[src/hdl/current_sense_block_averager_assert.svh]
// Assertion macros shared by the current-sense block averager.
`ifndef CURRENT_SENSE_BLOCK_AVERAGER_ASSERT_SVH
`define CURRENT_SENSE_BLOCK_AVERAGER_ASSERT_SVH

// Same-cycle implication, checked on every rising edge outside reset.
`define CSBA_ASSERT_NOW(label, ante, cons, msg) \
    label: assert property (@(posedge aclk) disable iff (!aresetn) (ante) |-> (cons)) \
        else $error(msg);

// Next-cycle implication, checked on every rising edge outside reset.
`define CSBA_ASSERT_NEXT(label, ante, cons, msg) \
    label: assert property (@(posedge aclk) disable iff (!aresetn) (ante) |=> (cons)) \
        else $error(msg);

`endif

[src/hdl/csba_pkg.sv]
// Shared widths, register indexes and scaling constants of the current-sense averager.
`default_nettype none

package csba_pkg;

    // Default converter resolution.
    localparam int ADC_BITS_DEFAULT = 12;

    // Field and state widths.
    localparam int AVG_W   = 16;
    localparam int MA_W    = 21;
    localparam int SUM_W   = 24;
    localparam int COUNT_W = 8;
    localparam int PROD_W  = 32;

    // Configuration port.
    localparam int CFG_IDX_W  = 2;
    localparam int CFG_DATA_W = 16;

    localparam logic [CFG_IDX_W-1:0] REG_ZERO_OFFSET = 2'd0;
    localparam logic [CFG_IDX_W-1:0] REG_BLOCK_COUNT = 2'd1;
    localparam logic [CFG_IDX_W-1:0] REG_CREST_LIMIT = 2'd2;

    // Register reset values.
    localparam int ZERO_OFFSET_RESET = 0;
    localparam int BLOCK_COUNT_RESET = 16;
    localparam int CREST_LIMIT_RESET = 400;

    // Milliamp conversion: floor(avg * 50000 / 2^ADC_BITS) - 1000, saturated at the top.
    localparam logic [15:0]       MA_SCALE  = 16'd50000;
    localparam int                MA_OFFSET = 1000;
    localparam int                MA_MAX    = 1048575;
    localparam logic [MA_W-1:0]   MA_AT_ZERO_AVG = MA_W'(0) - MA_W'(MA_OFFSET);

endpackage

`default_nettype wire

[src/hdl/current_sense_block_averager.sv]
// Top level of the current-sense block averager with offset removal.
`default_nettype none

// Each request carries one ADC sample. A sample above crest_limit counts as zero,
// zero_offset is subtracted modulo 2^16 and the result is added to a 24-bit running sum.
// When block_count samples have been gathered the sum is divided by block_count in a
// restoring divider, one quotient bit per cycle, and the average is latched and
// converted to milliamps by one 16 x 16 multiply. Every request returns one result: the
// held average, its current in milliamps and a block-done flag. A sample that does not
// close a block passes through load, accumulate and output; a sample that closes a
// block also passes through the 24 iterations of the divider, the multiply and the
// milliamp scaling before output. A finished result sits in an output register, so
// the next request is taken while it waits. Configuration writes are
// accepted at any time and must only be issued while the block is idle.
module current_sense_block_averager #(
    parameter int ADC_BITS = csba_pkg::ADC_BITS_DEFAULT
) (
    input  wire logic                              aclk,
    input  wire logic                              aresetn,
    // Sample channel.
    input  wire logic                              s_valid,
    output logic                                   s_ready,
    input  wire logic [ADC_BITS-1:0]               s_sample,
    // Result channel.
    output logic                                   m_valid,
    input  wire logic                              m_ready,
    output logic [csba_pkg::AVG_W-1:0]             m_average,
    output logic signed [csba_pkg::MA_W-1:0]       m_current_ma,
    output logic                                   m_block_done,
    // Configuration write channel.
    input  wire logic                              cfg_valid,
    output logic                                   cfg_ready,
    input  wire logic [csba_pkg::CFG_IDX_W-1:0]    cfg_index,
    input  wire logic [csba_pkg::CFG_DATA_W-1:0]   cfg_data
);
    import csba_pkg::*;

    // Sequencer states.
    localparam logic [2:0] ST_IDLE = 3'd0;
    localparam logic [2:0] ST_ACC  = 3'd1;
    localparam logic [2:0] ST_DIV  = 3'd2;
    localparam logic [2:0] ST_MUL  = 3'd3;
    localparam logic [2:0] ST_SCL  = 3'd4;
    localparam logic [2:0] ST_OUT  = 3'd5;

    localparam int ITER_W = $clog2(SUM_W);
    localparam logic [ITER_W-1:0] ITER_LAST = ITER_W'(SUM_W - 1);
    localparam logic [PROD_W-1:0] SCALED_SAT = PROD_W'(MA_MAX + MA_OFFSET);

    // Control state.
    logic [2:0]             state_reg, state_next;
    logic [ITER_W-1:0]      iter_reg, iter_next;
    logic                   m_valid_reg, m_valid_next;
    logic                   done_reg, done_next;

    // Configuration registers.
    logic [ADC_BITS-1:0]    zero_offset_reg;
    logic [COUNT_W-1:0]     block_count_reg;
    logic [ADC_BITS-1:0]    crest_limit_reg;

    // Block state.
    logic [COUNT_W-1:0]     count_reg, count_next;
    logic [SUM_W-1:0]       sum_reg, sum_next;
    logic [AVG_W-1:0]       held_avg_reg, held_avg_next;
    logic [MA_W-1:0]        current_reg, current_next;

    // Datapath registers.
    logic [ADC_BITS-1:0]    sample_reg, sample_next;
    logic [SUM_W-1:0]       quo_reg, quo_next;
    logic [COUNT_W-1:0]     rem_reg, rem_next;
    logic [PROD_W-1:0]      prod_reg, prod_next;
    logic [AVG_W-1:0]       out_avg_reg, out_avg_next;
    logic [MA_W-1:0]        out_ma_reg, out_ma_next;
    logic                   out_done_reg, out_done_next;

    // Combinational helpers.
    logic [COUNT_W-1:0]     divisor;
    logic [ADC_BITS-1:0]    clipped;
    logic [AVG_W-1:0]       corrected;
    logic [COUNT_W:0]       rem_shift;
    logic [COUNT_W+1:0]     diff;
    logic                   quo_bit;
    logic [PROD_W-1:0]      scaled;
    logic                   out_free;

    // A block count of zero behaves as one.
    assign divisor = (block_count_reg == '0) ? COUNT_W'(1) : block_count_reg;

    // Crest clipping and offset removal of the held sample.
    assign clipped   = (sample_reg > crest_limit_reg) ? '0 : sample_reg;
    assign corrected = AVG_W'(clipped) - AVG_W'(zero_offset_reg);

    // Restoring divider step: shift in the next dividend bit, trial subtract.
    assign rem_shift = {rem_reg, quo_reg[SUM_W-1]};
    assign diff      = {1'b0, rem_shift} - {2'b00, divisor};
    assign quo_bit   = ~diff[COUNT_W+1];

    // Scaled reading before the milliamp offset.
    assign scaled = prod_reg >> ADC_BITS;

    assign out_free = !m_valid_reg || m_ready;

    // Sequencer and datapath next values.
    always_comb begin
        state_next    = state_reg;
        iter_next     = iter_reg;
        m_valid_next  = m_valid_reg;
        done_next     = done_reg;
        count_next    = count_reg;
        sum_next      = sum_reg;
        held_avg_next = held_avg_reg;
        current_next  = current_reg;
        sample_next   = sample_reg;
        quo_next      = quo_reg;
        rem_next      = rem_reg;
        prod_next     = prod_reg;
        out_avg_next  = out_avg_reg;
        out_ma_next   = out_ma_reg;
        out_done_next = out_done_reg;

        if (m_valid_reg && m_ready) begin
            m_valid_next = 1'b0;
        end

        case (state_reg)
            ST_IDLE: begin
                if (s_valid) begin
                    sample_next = s_sample;
                    state_next  = ST_ACC;
                end
            end
            ST_ACC: begin
                // Add only while the block is still short; a lowered count closes it at once.
                if (count_reg < divisor) begin
                    sum_next   = sum_reg + SUM_W'(corrected);
                    count_next = count_reg + COUNT_W'(1);
                end
                if (count_next >= divisor) begin
                    quo_next   = sum_next;
                    rem_next   = '0;
                    iter_next  = '0;
                    state_next = ST_DIV;
                end else begin
                    done_next  = 1'b0;
                    state_next = ST_OUT;
                end
            end
            ST_DIV: begin
                rem_next  = quo_bit ? diff[COUNT_W-1:0] : rem_shift[COUNT_W-1:0];
                quo_next  = {quo_reg[SUM_W-2:0], quo_bit};
                iter_next = iter_reg + ITER_W'(1);
                if (iter_reg == ITER_LAST) begin
                    held_avg_next = (|quo_next[SUM_W-1:AVG_W]) ? '1 : quo_next[AVG_W-1:0];
                    count_next    = '0;
                    sum_next      = '0;
                    state_next    = ST_MUL;
                end
            end
            ST_MUL: begin
                prod_next  = PROD_W'(held_avg_reg) * PROD_W'(MA_SCALE);
                state_next = ST_SCL;
            end
            ST_SCL: begin
                current_next = (scaled > SCALED_SAT) ? MA_W'(MA_MAX)
                                                     : MA_W'(scaled - PROD_W'(MA_OFFSET));
                done_next    = 1'b1;
                state_next   = ST_OUT;
            end
            ST_OUT: begin
                if (out_free) begin
                    out_avg_next  = held_avg_reg;
                    out_ma_next   = current_reg;
                    out_done_next = done_reg;
                    m_valid_next  = 1'b1;
                    state_next    = ST_IDLE;
                end
            end
            default: begin
                state_next = ST_IDLE;
            end
        endcase
    end

    // Control and held state.
    always_ff @(posedge aclk) begin
        if (!aresetn) begin
            state_reg    <= ST_IDLE;
            iter_reg     <= '0;
            m_valid_reg  <= 1'b0;
            done_reg     <= 1'b0;
            count_reg    <= '0;
            sum_reg      <= '0;
            held_avg_reg <= '0;
            current_reg  <= MA_AT_ZERO_AVG;
        end else begin
            state_reg    <= state_next;
            iter_reg     <= iter_next;
            m_valid_reg  <= m_valid_next;
            done_reg     <= done_next;
            count_reg    <= count_next;
            sum_reg      <= sum_next;
            held_avg_reg <= held_avg_next;
            current_reg  <= current_next;
        end
    end

    // Configuration registers, masked to their widths.
    always_ff @(posedge aclk) begin
        if (!aresetn) begin
            zero_offset_reg <= ADC_BITS'(ZERO_OFFSET_RESET);
            block_count_reg <= COUNT_W'(BLOCK_COUNT_RESET);
            crest_limit_reg <= ADC_BITS'(CREST_LIMIT_RESET);
        end else if (cfg_valid) begin
            case (cfg_index)
                REG_ZERO_OFFSET: zero_offset_reg <= cfg_data[ADC_BITS-1:0];
                REG_BLOCK_COUNT: block_count_reg <= cfg_data[COUNT_W-1:0];
                REG_CREST_LIMIT: crest_limit_reg <= cfg_data[ADC_BITS-1:0];
                default: begin
                end
            endcase
        end
    end

    // Payload registers.
    always_ff @(posedge aclk) begin
        sample_reg   <= sample_next;
        quo_reg      <= quo_next;
        rem_reg      <= rem_next;
        prod_reg     <= prod_next;
        out_avg_reg  <= out_avg_next;
        out_ma_reg   <= out_ma_next;
        out_done_reg <= out_done_next;
    end

    assign s_ready      = (state_reg == ST_IDLE);
    assign cfg_ready    = 1'b1;
    assign m_valid      = m_valid_reg;
    assign m_average    = out_avg_reg;
    assign m_current_ma = out_ma_reg;
    assign m_block_done = out_done_reg;

    // Checks on the sequencer and datapath.
`include "current_sense_block_averager_assert.svh"

    `CSBA_ASSERT_NEXT(a_one_request_at_a_time, s_valid && s_ready, !s_ready,
        "A second request was taken before the first finished.")
    `CSBA_ASSERT_NOW(a_block_cleared, state_reg == ST_OUT && done_reg,
        count_reg == '0 && sum_reg == '0,
        "A completed block left a non-zero count or sum.")
    `CSBA_ASSERT_NOW(a_product_matches, state_reg == ST_SCL,
        prod_reg == PROD_W'(held_avg_reg) * PROD_W'(MA_SCALE),
        "The milliamp product does not match the held average.")
    `CSBA_ASSERT_NOW(a_remainder_bound, state_reg == ST_DIV, rem_reg < divisor,
        "The divider remainder reached the divisor.")

endmodule

`default_nettype wire
[config.mk]
export PLATFORM = sky130hd
export DESIGN_NAME = current_sense_block_averager
export DESIGN_NICKNAME = d
export VERILOG_FILES = /design/src/hdl/csba_pkg.sv /design/src/hdl/current_sense_block_averager.sv
export VERILOG_INCLUDE_DIRS = /design/src /design/src/hdl
export SDC_FILE = /design/constraint.sdc
export NUM_CORES = 1
export LEC_CHECK = 0
export ABC_AREA = 1
export BUFFER_PORTS_ARGS = -buffer_cell sky130_fd_sc_hd__buf_2
export CAP_MARGIN = 10
export CORE_ASPECT_RATIO = 1.5
export CORE_MARGIN = 2
export CORE_UTILIZATION = 40
export CTS_CLUSTER_SIZE = 25
export DETAILED_ROUTE_END_ITERATION = 8
export PLACE_DENSITY = 0.59
export SLEW_MARGIN = 20
export SYNTH_ARGS = -nofsm -noshare
export SYNTH_HDL_FRONTEND = slang
export SYNTH_SLANG_ARGS = --single-unit
[constraint.sdc]
create_clock -name aclk -period 5.7 [get_ports aclk]
set_clock_uncertainty 0.05 [all_clocks]
set_input_delay 0 -clock aclk [delete_from_list [all_inputs] [get_ports aclk]]
set_output_delay 0 -clock aclk [all_outputs]
set_load 0.03 [all_outputs]
==> results of run 1 <==
==> Yosys cell counts, types with 3 or more instances <==
| cell type | instances |
|---|---|
| nand2_1 | 282 |
| o21bai_1 | 4 |
| inv_2 | 3 |
| a31oi_1 | 4 |
| edfxtp_1 | 102 |
| nor3_1 | 16 |
| a21o_1 | 3 |
| buf_6 | 3 |
| xnor2_1 | 22 |
| xor2_1 | 38 |
| nand2_2 | 4 |
| nand3b_1 | 4 |
| a21oi_1 | 170 |
| buf_2 | 8 |
| buf_4 | 4 |
| nor2_1 | 100 |
| o211ai_1 | 8 |
| nor2_4 | 3 |
| nor2_2 | 3 |
| nand4_1 | 16 |
| o21ai_0 | 130 |
| dfxtp_1 | 111 |
| fa_1 | 46 |
| ha_1 | 166 |
| nor4_1 | 4 |
| o21ai_2 | 3 |
| nand3_1 | 110 |
| inv_1 | 297 |
| clkbuf_1 | 27 |
==> metal layers <==
layer | vias up | track usage
li1 | 5849 | -
met1 | 5386 | 0.209
met2 | 152 | 0.367
met3 | 68 | 0.0210
met4 | 0 | 0.0710
met5 | - | 0
==> how the worst max path moves through the flow <==
| stage | startpoint | to | cells after the start |
|---|---|---|---|
| floorplan | sample_reg[7] | quo_reg[19] | 27 |
| global placement | sample_reg[7] | quo_reg[19] | 28 |
| detailed placement | sample_reg[7] | quo_reg[19] | 28 |
| CTS | sample_reg[7] | quo_reg[19] | 28 |
| global route | sample_reg[7] | quo_reg[19] | 28 |
| finish | sample_reg[7] | quo_reg[22] | 28 |
==> where the power goes <==
part	leakage, nW	internal (mW)	switching, mW	total [mW]
registers	1.84	2.12	0.229	2.34
clock network	0.372	0.887	0.652	1.54
logic	5.61	1.17	2.16	3.33
==> timing repair <==
item / 4_1_cts / 5_1_grt
buffers inserted: 0 / 0
endpoints found under the hold margin: 59 / 0
hold buffers: 30 / 0
resized for setup: 0 / 5
setup endpoints to repair: 0 / 24
==> metrics by stage <==
step | setup slack (ns) | cells
after detailed placement | 0.325 | 2223
after global routing | 0.0421 | 2296
after CTS | 0.318 | 2295
after floorplan | 1.34 | 1715
final | 0.442 | 2296
after global placement | 0.482 | 2223
==> placed cells by master (no fill, tap or decap), types with 5 or more instances in the layout <==
master and n:
ha_1 166, dlygate4sd3_1 30, nand4_1 16, buf_4 9, nor3_1 15, fa_1 46
xor2_1 38, clkinv_2 5, buf_2 70, dfxtp_1 111, nand2_1 282, edfxtp_1 102
clkbuf_1 5, a21oi_1 168, o211ai_1 8, inv_1 297, nand3_1 110, xnor2_1 22
nor2_1 98, o21ai_0 129, clkbuf_16 24
==> logic make-up (layout without fill, tap and decap cells) <==
family | count (synthesis) | after routing | share of synthesized area
AND/OR/NAND/NOR | 548 | 548 | 0.164
AO/OA/AOI/OAI | 334 | 334 | 0.124
buffers and inverters | 347 | 455 | 0.0947
other | 1 | 1 | 0.000263
flip-flops | 213 | 213 | 0.370
adder cells (fa/ha/maj) | 212 | 212 | 0.210
XOR/XNOR | 60 | 60 | 0.0368
==> area by class of cell <==
type	instances	area share
Tap cell	473	0.0365
Multi-Input combinational cell	1155	0.473
Inverter	303	0.0703
Sequential cell	213	0.326
Clock buffer	30	0.0391
Clock inverter	12	0.00850
Timing Repair Buffer	110	0.0460
==> critical path, delay by kind of cell, from the launching register on <==
kind	cells	cell delay [ns]
compound gates	5	1.14
xor+xnor	1	0.14
fa+ha+maj	3	1.02
buf+inv	2	0.25
flops	1	0.41
simple gates	17	1.99
==> results.sh, run 1 <==
export IMPL_grt_antenna_before_repair=0
export IMPL_min_from="cfg_index[1]"
export IMPL_insertion_delay_ns=0.54
export IMPL_drive_gt1_frac=0.0790
export IMPL_die_h_um=235
export IMPL_fin_util=0.462
export IMPL_wl_mm=35.0
export IMPL_critPathKind="flip-flop to flip-flop"
export IMPL_grt_overflow_total=0
export IMPL_relSlewSlack=0.431
export IMPL_async_flop_share=0
export IMPL_cp_start_kind="flip-flop"
export IMPL_synth_seq_cells=213
export IMPL_io_buffer_count=70
export IMPL_final_nets=2053
export IMPL_dr_pass1_iters=7
export IMPL_place_area_um2=15100
export IMPL_io_pins=76
export IMPL_r2r_slack_ns=0.44
export IMPL_leakage_nw=7.82
export IMPL_dp_hpwl_mm=27.0
export IMPL_htree_levels=1
export IMPL_power_mw=7.21
export IMPL_period_needed_ns=5.26
export IMPL_syn_inst=1715
export IMPL_fin_crit_sh=0.922
export IMPL_fp_row_count=84
export IMPL_cts_tree="built"
export IMPL_gr_usage_all_layers=0.191
export IMPL_ys_types=45
export IMPL_fin_area_um2=16200
export IMPL_required_ns=5.92
export IMPL_worstHoldPathType="primary input to flip-flop"
export IMPL_regArea_um2=5290
export IMPL_multiInputGateArea_um2=7670
export IMPL_slowest_stage="edfxtp_1"
export IMPL_dr_first_iter_drc_count=619
export IMPL_seq_area_frac_synth=0.370
export IMPL_dr_max_layer_used="met4"
export IMPL_cts_sinks=213
export IMPL_antenna_cells=0
export IMPL_crit_path_end_kind="flip-flop"
export IMPL_cts_root_buf="clkbuf_16"
export IMPL_wl_met1_mm=13.8
export IMPL_grt_pass1_wl_mm=56.8
export IMPL_clk_path_buf_depth=3
export IMPL_yosys_warnings=0
export IMPL_routedWlPerCell_um=15.3
export IMPL_setup_viol=0
export IMPL_hold_slack_ns=0.0325
export IMPL_grt_pass1_vias=11600
export IMPL_synth_area_leaders="edfxtp_1 (21%), dfxtp_1 (16%), ha_1 (15%)"
export IMPL_ant_nets=0
export IMPL_slowest_delay_ns=0.41
export IMPL_reg2regPathDepth=28
export IMPL_hold_end="block_count_reg[6]"
export IMPL_tightest_slew_ns=0.852
export IMPL_ir_worst_vdd_mv=0.203
export IMPL_yosysTopAreaCell="edfxtp_1"
export IMPL_rsz0062_at_grt="no"
export IMPL_reg2reg_from="sample_reg[7]"
export IMPL_min_path_cells=4
export IMPL_fin_tns_setup_ns=0
export IMPL_synthesis_nets=1962
export IMPL_final_max_slew_viol_count=0
export IMPL_cp_max_fo=10
export IMPL_hold_viol=0
export IMPL_netlist_area_um2=14300
export IMPL_start_util=0.407
export IMPL_die_w_um=158
export IMPL_syn_area_per_cell_um2=8.32
export IMPL_vias=11500
export IMPL_synth_top_area_share=0.215
export IMPL_routed_via_density=4.99
export IMPL_critPathMostFrequentCell="nand2_1"
export IMPL_synth_edff_count=102
export IMPL_status="completed"
export IMPL_drc=0
export IMPL_clk_pin_slew_worst_paths_ns=0.07
export IMPL_area_growth_pct=13.5
export IMPL_power_density_nw_per_um2=445
export IMPL_core_um2=35100
export IMPL_fillers=3503
export IMPL_dieArea_um2=37200
export IMPL_grt_max_degree=74
export IMPL_met3_length_um=912
export IMPL_fmax_mhz=190
export IMPL_gp_congestion=0.948
export IMPL_rr_endpoint="quo_reg[22]"
export IMPL_met2_length_mm=19.1
export IMPL_synth_ff_type="dfxtp_1"
export IMPL_cp_data_arrival_time_ns=5.48
export IMPL_numCtsBuffers=23
export IMPL_maxCapViolations=0
Note: power is estimated with default switching activity, not from simulation.
==> run 2: changes to the inputs <==
--- a/config.mk
+++ b/config.mk
@@ -9,12 +9,15 @@
 export ABC_AREA = 1
 export BUFFER_PORTS_ARGS = -buffer_cell sky130_fd_sc_hd__buf_2
 export CAP_MARGIN = 10
+export CELL_PAD_IN_SITES_DETAIL_PLACEMENT = 0
+export CELL_PAD_IN_SITES_GLOBAL_PLACEMENT = 1
 export CORE_ASPECT_RATIO = 1.5
 export CORE_MARGIN = 2
 export CORE_UTILIZATION = 40
 export CTS_CLUSTER_SIZE = 25
 export DETAILED_ROUTE_END_ITERATION = 8
-export PLACE_DENSITY = 0.59
+export MAX_ROUTING_LAYER = met4
+export PLACE_DENSITY = 0.73
 export SLEW_MARGIN = 20
 export SYNTH_ARGS = -nofsm -noshare
 export SYNTH_HDL_FRONTEND = slang
==> run 2 against run 1 <==
Compared with the run above: die area unchanged; hold slack gained 0.040 ns; sequential power hardly changed; largest power group unchanged; highest routed layer unchanged.
==> results.sh, run 2 (synthesis results as in run 1) <==
export IMPL_status="completed"
export IMPL_fmax_mhz=195
export IMPL_io_buffer_count=70
export IMPL_cts_root_buf="clkbuf_16"
export IMPL_dp_hpwl_mm=28.4
export IMPL_relSlewSlack=0.335
export IMPL_die_w_um=158
export IMPL_period_needed_ns=5.12
export IMPL_wl_mm=36.7
export IMPL_gr_usage_all_layers=0.205
export IMPL_drc=0
export IMPL_maxCapViolations=0
export IMPL_numCtsBuffers=23
export IMPL_slowest_delay_ns=0.40
export IMPL_final_max_slew_viol_count=0
export IMPL_grt_pass1_wl_mm=58.7
export IMPL_hold_viol=0
export IMPL_insertion_delay_ns=0.55
export IMPL_start_util=0.407
export IMPL_cp_start_kind="flip-flop"
export IMPL_routed_via_density=4.95
export IMPL_critPathMostFrequentCell="nand2_1"
export IMPL_core_um2=35100
export IMPL_fin_area_um2=16200
export IMPL_cts_sinks=213
export IMPL_cts_tree="built"
export IMPL_cp_max_fo=10
export IMPL_post_cts_buffers=0
export IMPL_antenna_cells=0
export IMPL_slowest_stage="edfxtp_1"
export IMPL_fin_crit_sh=0.897
export IMPL_place_area_um2=15100
export IMPL_clk_path_buf_depth=3
export IMPL_gp_congestion=0.935
export IMPL_fp_row_count=84
export IMPL_leakage_nw=7.82
export IMPL_clk_pin_slew_worst_paths_ns=0.07
export IMPL_fin_tns_setup_ns=0
export IMPL_drive_gt1_frac=0.0791
export IMPL_required_ns=5.95
export IMPL_grt_max_degree=74
export IMPL_regArea_um2=5290
export IMPL_dr_pass1_iters=5
export IMPL_critPathKind="flip-flop to flip-flop"
export IMPL_vias=11400
export IMPL_io_pins=76
export IMPL_setup_viol=0
export IMPL_worstHoldPathType="primary input to flip-flop"
export IMPL_die_h_um=235
export IMPL_grt_pass1_vias=11400
export IMPL_fillers=3561
export IMPL_grt_antenna_before_repair=0
export IMPL_rsz0062_at_grt="no"
export IMPL_htree_levels=1
export IMPL_tightest_slew_ns=0.997
export IMPL_final_common_cell="inv_1"
export IMPL_power_density_nw_per_um2=452
export IMPL_crit_path_end_kind="flip-flop"
export IMPL_dieArea_um2=37200
export IMPL_cp_data_arrival_time_ns=5.37
export IMPL_area_growth_pct=13.2
export IMPL_mostFrequentLayoutCells="inv_1 (297), nand2_1 (282), a21oi_1 (169)"
export IMPL_multiInputGateArea_um2=7660
export IMPL_ant_nets=0
export IMPL_routedWlPerCell_um=16.0
export IMPL_grt_overflow_total=0
export IMPL_dr_first_iter_drc_count=378
export IMPL_final_nets=2051
export IMPL_ir_worst_vdd_mv=0.182
==> run 2: final cells by class <==
type | count | share of cell area
Timing Repair Buffer | 108 | 0.0446
Inverter | 303 | 0.0707
Clock buffer | 25 | 0.0361
Multi-Input combinational cell | 1155 | 0.474
Sequential cell | 213 | 0.327
Tap cell | 473 | 0.0366
Clock inverter | 17 | 0.0107
==> run 2: power by group <==
group	internal, mW	switching (mW)
clock network	0.851	0.684
registers	2.12	0.224
logic	1.17	2.25
==> run 2: routing by layer <==
metal  track usage  share of wire  vias up
li1              -              -     5834
met1         0.212           0.38     5347
met2         0.403           0.57      137
met3        0.0147          0.023       46
met4        0.0633          0.027        0
met5             -              0        -
==> run 2: what timing repair did <==
item | 4_1_cts | 5_1_grt
gates resized for setup | 0 | 6
hold buffers | 29 | 0
endpoints found under the setup margin | 0 | 24
endpoints found under the hold margin | 58 | 0
==> run 2: stage by stage <==
step / hold slack, ns / setup WS (ns) / util / power (mW) / std cells
after floorplan: 0.0489 / 1.34 / - / 4.86 / 1715
after global placement: 0.129 / 0.380 / 0.430 / 5.73 / 2222
after detailed placement: 0.128 / 0.230 / 0.430 / 5.77 / 2223
after CTS: 0.0455 / 0.205 / 0.460 / 7.37 / 2294
after global routing: 0.107 / 0.0224 / 0.460 / 7.93 / 2294
final: 0.0723 / 0.584 / 0.460 / 7.30 / 2294
==> run 2: worst paths after layout <==
path	to	from	slack [ns]	depth (start not counted)
max	quo_reg[22]	sample_reg[5]	0.58	29
min	block_count_reg[6]	cfg_valid	0.07	5
max reg2reg	quo_reg[22]	sample_reg[5]	0.58	29
min reg2reg	m_current_ma[7]	current_reg[7]	0.38	0
==> run 2: worst max-delay path, delay by kind of cell, from the launching register on <==
kind                       cells  cell delay (ns)
buffers and inverters          3             0.43
AOI/OAI and AO/OA              7             1.02
DFF                            1             0.40
xor gates and xnor gates       1             0.19
and+or+nand+nor               15             1.80
adders and majority gates      3             0.97
==> run 3: changes to the inputs <==
--- a/config.mk
+++ b/config.mk
@@ -18,7 +18,7 @@
 export DETAILED_ROUTE_END_ITERATION = 8
 export MAX_ROUTING_LAYER = met4
 export PLACE_DENSITY = 0.73
-export SLEW_MARGIN = 20
 export SYNTH_ARGS = -nofsm -noshare
 export SYNTH_HDL_FRONTEND = slang
 export SYNTH_SLANG_ARGS = --single-unit
+export TNS_END_PERCENT = 100
==> constraint.sdc (replaced) <==
create_clock -name aclk -period 4.9 [get_ports aclk]
set_clock_uncertainty 0.05 [all_clocks]
set_input_delay 0 -clock aclk [delete_from_list [all_inputs] [get_ports aclk]]
set_output_delay 0 -clock aclk [all_outputs]
set_load 0.03 [all_outputs]
==> run 3 against run 2 <==
Compared with the run above: largest cell class unchanged; total power is 28% higher; worst setup slack worse by 0.32 ns; sequential share of layout area is 1.3 points lower; register-to-register slack worse by 0.32 ns; sequential power is 18% higher; combinational power is 36% higher; hold slack better by 0.013 ns; wire length is 4.4% higher; critical endpoint is now quo_reg[16]; first-iteration DRC count is 96% higher; cell area is 4.3% higher; sequential cell count stayed put.
==> results.sh, run 3 (synthesis results as in run 1) <==
export IMPL_rsz0062_at_grt="yes"
export IMPL_tightest_slew_ns=0.744
export IMPL_fp_row_count=84
export IMPL_crit_start="sample_reg[5]"
export IMPL_critPathBufInv=1
export IMPL_dp_hpwl_mm=29.7
export IMPL_core_um2=35100
export IMPL_drc=0
export IMPL_status="completed"
export IMPL_routedWlPerCell_um=16.3
export IMPL_gp_congestion=0.927
export IMPL_numCtsBuffers=24
export IMPL_grt_pass1_vias=11700
export IMPL_clk_pin_slew_worst_paths_ns=0.07
export IMPL_fillers=3449
export IMPL_cts_root_buf="clkbuf_16"
export IMPL_min_from="cfg_index[0]"
export IMPL_wl_mm=38.3
export IMPL_cp_num_cells=24
export IMPL_setup_viol=0
export IMPL_cp_data_arrival_time_ns=4.88
export IMPL_crit_path_end_kind="flip-flop"
export IMPL_cp_cell_sequence="ha_1 -> a21oi_1 -> o21ai_1 -> nand2_1 -> o2111ai_1 -> nand2_1 -> nand2_1 -> ha_1 -> fa_2 -> o21ai_2 -> a21boi_2 -> o21ai_2 -> a21oi_2 -> o21bai_1 -> a21oi_2 -> buf_4 -> ha_1 -> nand2_2 -> nor4_4 -> nand2_1 -> a21oi_2 -> nand3_1 -> nand3_1 -> nand2_1"
export IMPL_critPathTopFamily="compound AO/OA/AOI/OAI gates"
export IMPL_hold_end="block_count_reg[3]"
export IMPL_fin_util=0.480
export IMPL_area_growth_pct=18.1
export IMPL_antenna_cells=0
export IMPL_leakage_nw=8.16
export IMPL_die_h_um=235
export IMPL_place_area_um2=15400
export IMPL_grt_max_degree=73
export IMPL_grt_pass1_wl_mm=60.3
export IMPL_insertion_delay_ns=0.55
export IMPL_start_util=0.407
export IMPL_min_path_cells=5
export IMPL_hold_slack_ns=0.0854
export IMPL_critPathMostFrequentCell="nand2_1"
export IMPL_required_ns=5.14
export IMPL_drive_gt1_frac=0.125
export IMPL_routed_via_density=4.99
export IMPL_die_w_um=158
export IMPL_slowest_delay_ns=0.39
export IMPL_ant_nets=0
export IMPL_slowest_stage="edfxtp_1"
export IMPL_worstHoldPathType="primary input to flip-flop"
export IMPL_cp_max_fo=5
export IMPL_gr_usage_all_layers=0.213
export IMPL_cts_tree="built"
export IMPL_reg2reg_from="sample_reg[5]"
export IMPL_rr_endpoint="quo_reg[16]"
export IMPL_fmax_mhz=216
export IMPL_final_max_slew_viol_count=0
export IMPL_mostFrequentLayoutCells="inv_1 (297), nand2_1 (278), ha_1 (161)"
export IMPL_grt_overflow_total=0
export IMPL_grt_antenna_before_repair=0
export IMPL_final_common_cell="inv_1"
export IMPL_cts_sinks=213
export IMPL_r2r_slack_ns=0.26
export IMPL_clk_path_buf_depth=3
export IMPL_io_buffer_count=70
export IMPL_hold_viol=0
export IMPL_dr_first_iter_drc_count=742
export IMPL_fin_tns_setup_ns=0
export IMPL_fin_crit_sh=0.946
export IMPL_ir_worst_vdd_mv=0.293
export IMPL_dieArea_um2=37200
export IMPL_final_nets=2107
export IMPL_relSlewSlack=0.504
export IMPL_vias=11700
export IMPL_period_needed_ns=4.64
export IMPL_power_density_nw_per_um2=556
export IMPL_io_pins=76
export IMPL_critPathKind="flip-flop to flip-flop"
export IMPL_maxCapViolations=0
export IMPL_reg2regPathDepth=24
export IMPL_fin_area_um2=16900
export IMPL_power_mw=9.37
export IMPL_cp_start_kind="flip-flop"
export IMPL_dr_pass1_iters=6
export IMPL_htree_levels=1
run 3: changes by cell type in the layout (fill, tap and decap cells not counted), moves of 5 or more:
cell     previous run  this run
a21oi_1           169       160
a21oi_2             1        10
buf_4               8        63
ha_1              166       161
ha_4                0         5
nor2_1             98        92
nor2_2              4        10
o21ai_0           128       122
run 3: metal layers:
metal	vias to the layer above	GRT usage	wire length, µm
li1	5949	-	-
met1	5528	0.225	14700
met2	174	0.405	21400
met3	69	0.0180	878
met4	0	0.0778	1320
met5	-	-	0
run 3: worst register-to-register path, stage by stage, from the launching register on:
cell,delay (ns)
edfxtp_1,0.39
ha_1,0.32
a21oi_1,0.16
o21ai_1,0.11
nand2_1,0.08
o2111ai_1,0.10
nand2_1,0.14
nand2_1,0.07
ha_1,0.22
fa_2,0.38
o21ai_2,0.17
a21boi_2,0.10
o21ai_2,0.18
a21oi_2,0.08
o21bai_1,0.19
a21oi_2,0.07
buf_4,0.17
ha_1,0.35
nand2_2,0.14
nor4_4,0.33
nand2_1,0.14
a21oi_2,0.20
nand3_1,0.09
nand3_1,0.13
nand2_1,0.06
run 3: power by group:
group	switching [mW]	internal [mW]	total, mW	leakage (nW)
clock network	0.791	1.18	1.97	0.413
registers	0.283	2.46	2.75	1.84
logic	2.85	1.80	4.66	5.90
run 3: repair_timing:
action / in CTS / in global routing
setup buffers: 0 / 7
endpoints found under the setup margin: 23 / 31
hold buffers: 30 / 0
resized for setup: 6 / 43
pin swaps: 1 / 14
hold endpoints to repair: 59 / 0
run 3: cell type report:
class	instances	area, µm²	share of cell area
sequential	213	5290	0.314
tap	473	592	0.0351
clock inverter	19	260	0.0154
clock buffer	25	604	0.0359
timing repair buffer	163	1120	0.0667
inverter	303	1140	0.0676
multi-input combinational	1155	7850	0.466
run 3: per-stage QoR:
stage               setup WS, ns  instances
floorplan                  0.535       1715
global placement         -0.0641       2270
detailed placement        -0.220       2270
CTS                      0.00446       2344
global route             -0.0495       2351
finish                     0.265       2351
run 3: worst max path at each step:
| stage | to |
|---|---|
| after floorplan | quo_reg[19] |
| after global placement | quo_reg[16] |
| after detailed placement | quo_reg[16] |
| after CTS | quo_reg[12] |
| after global routing | quo_reg[19] |
| final | quo_reg[16] |
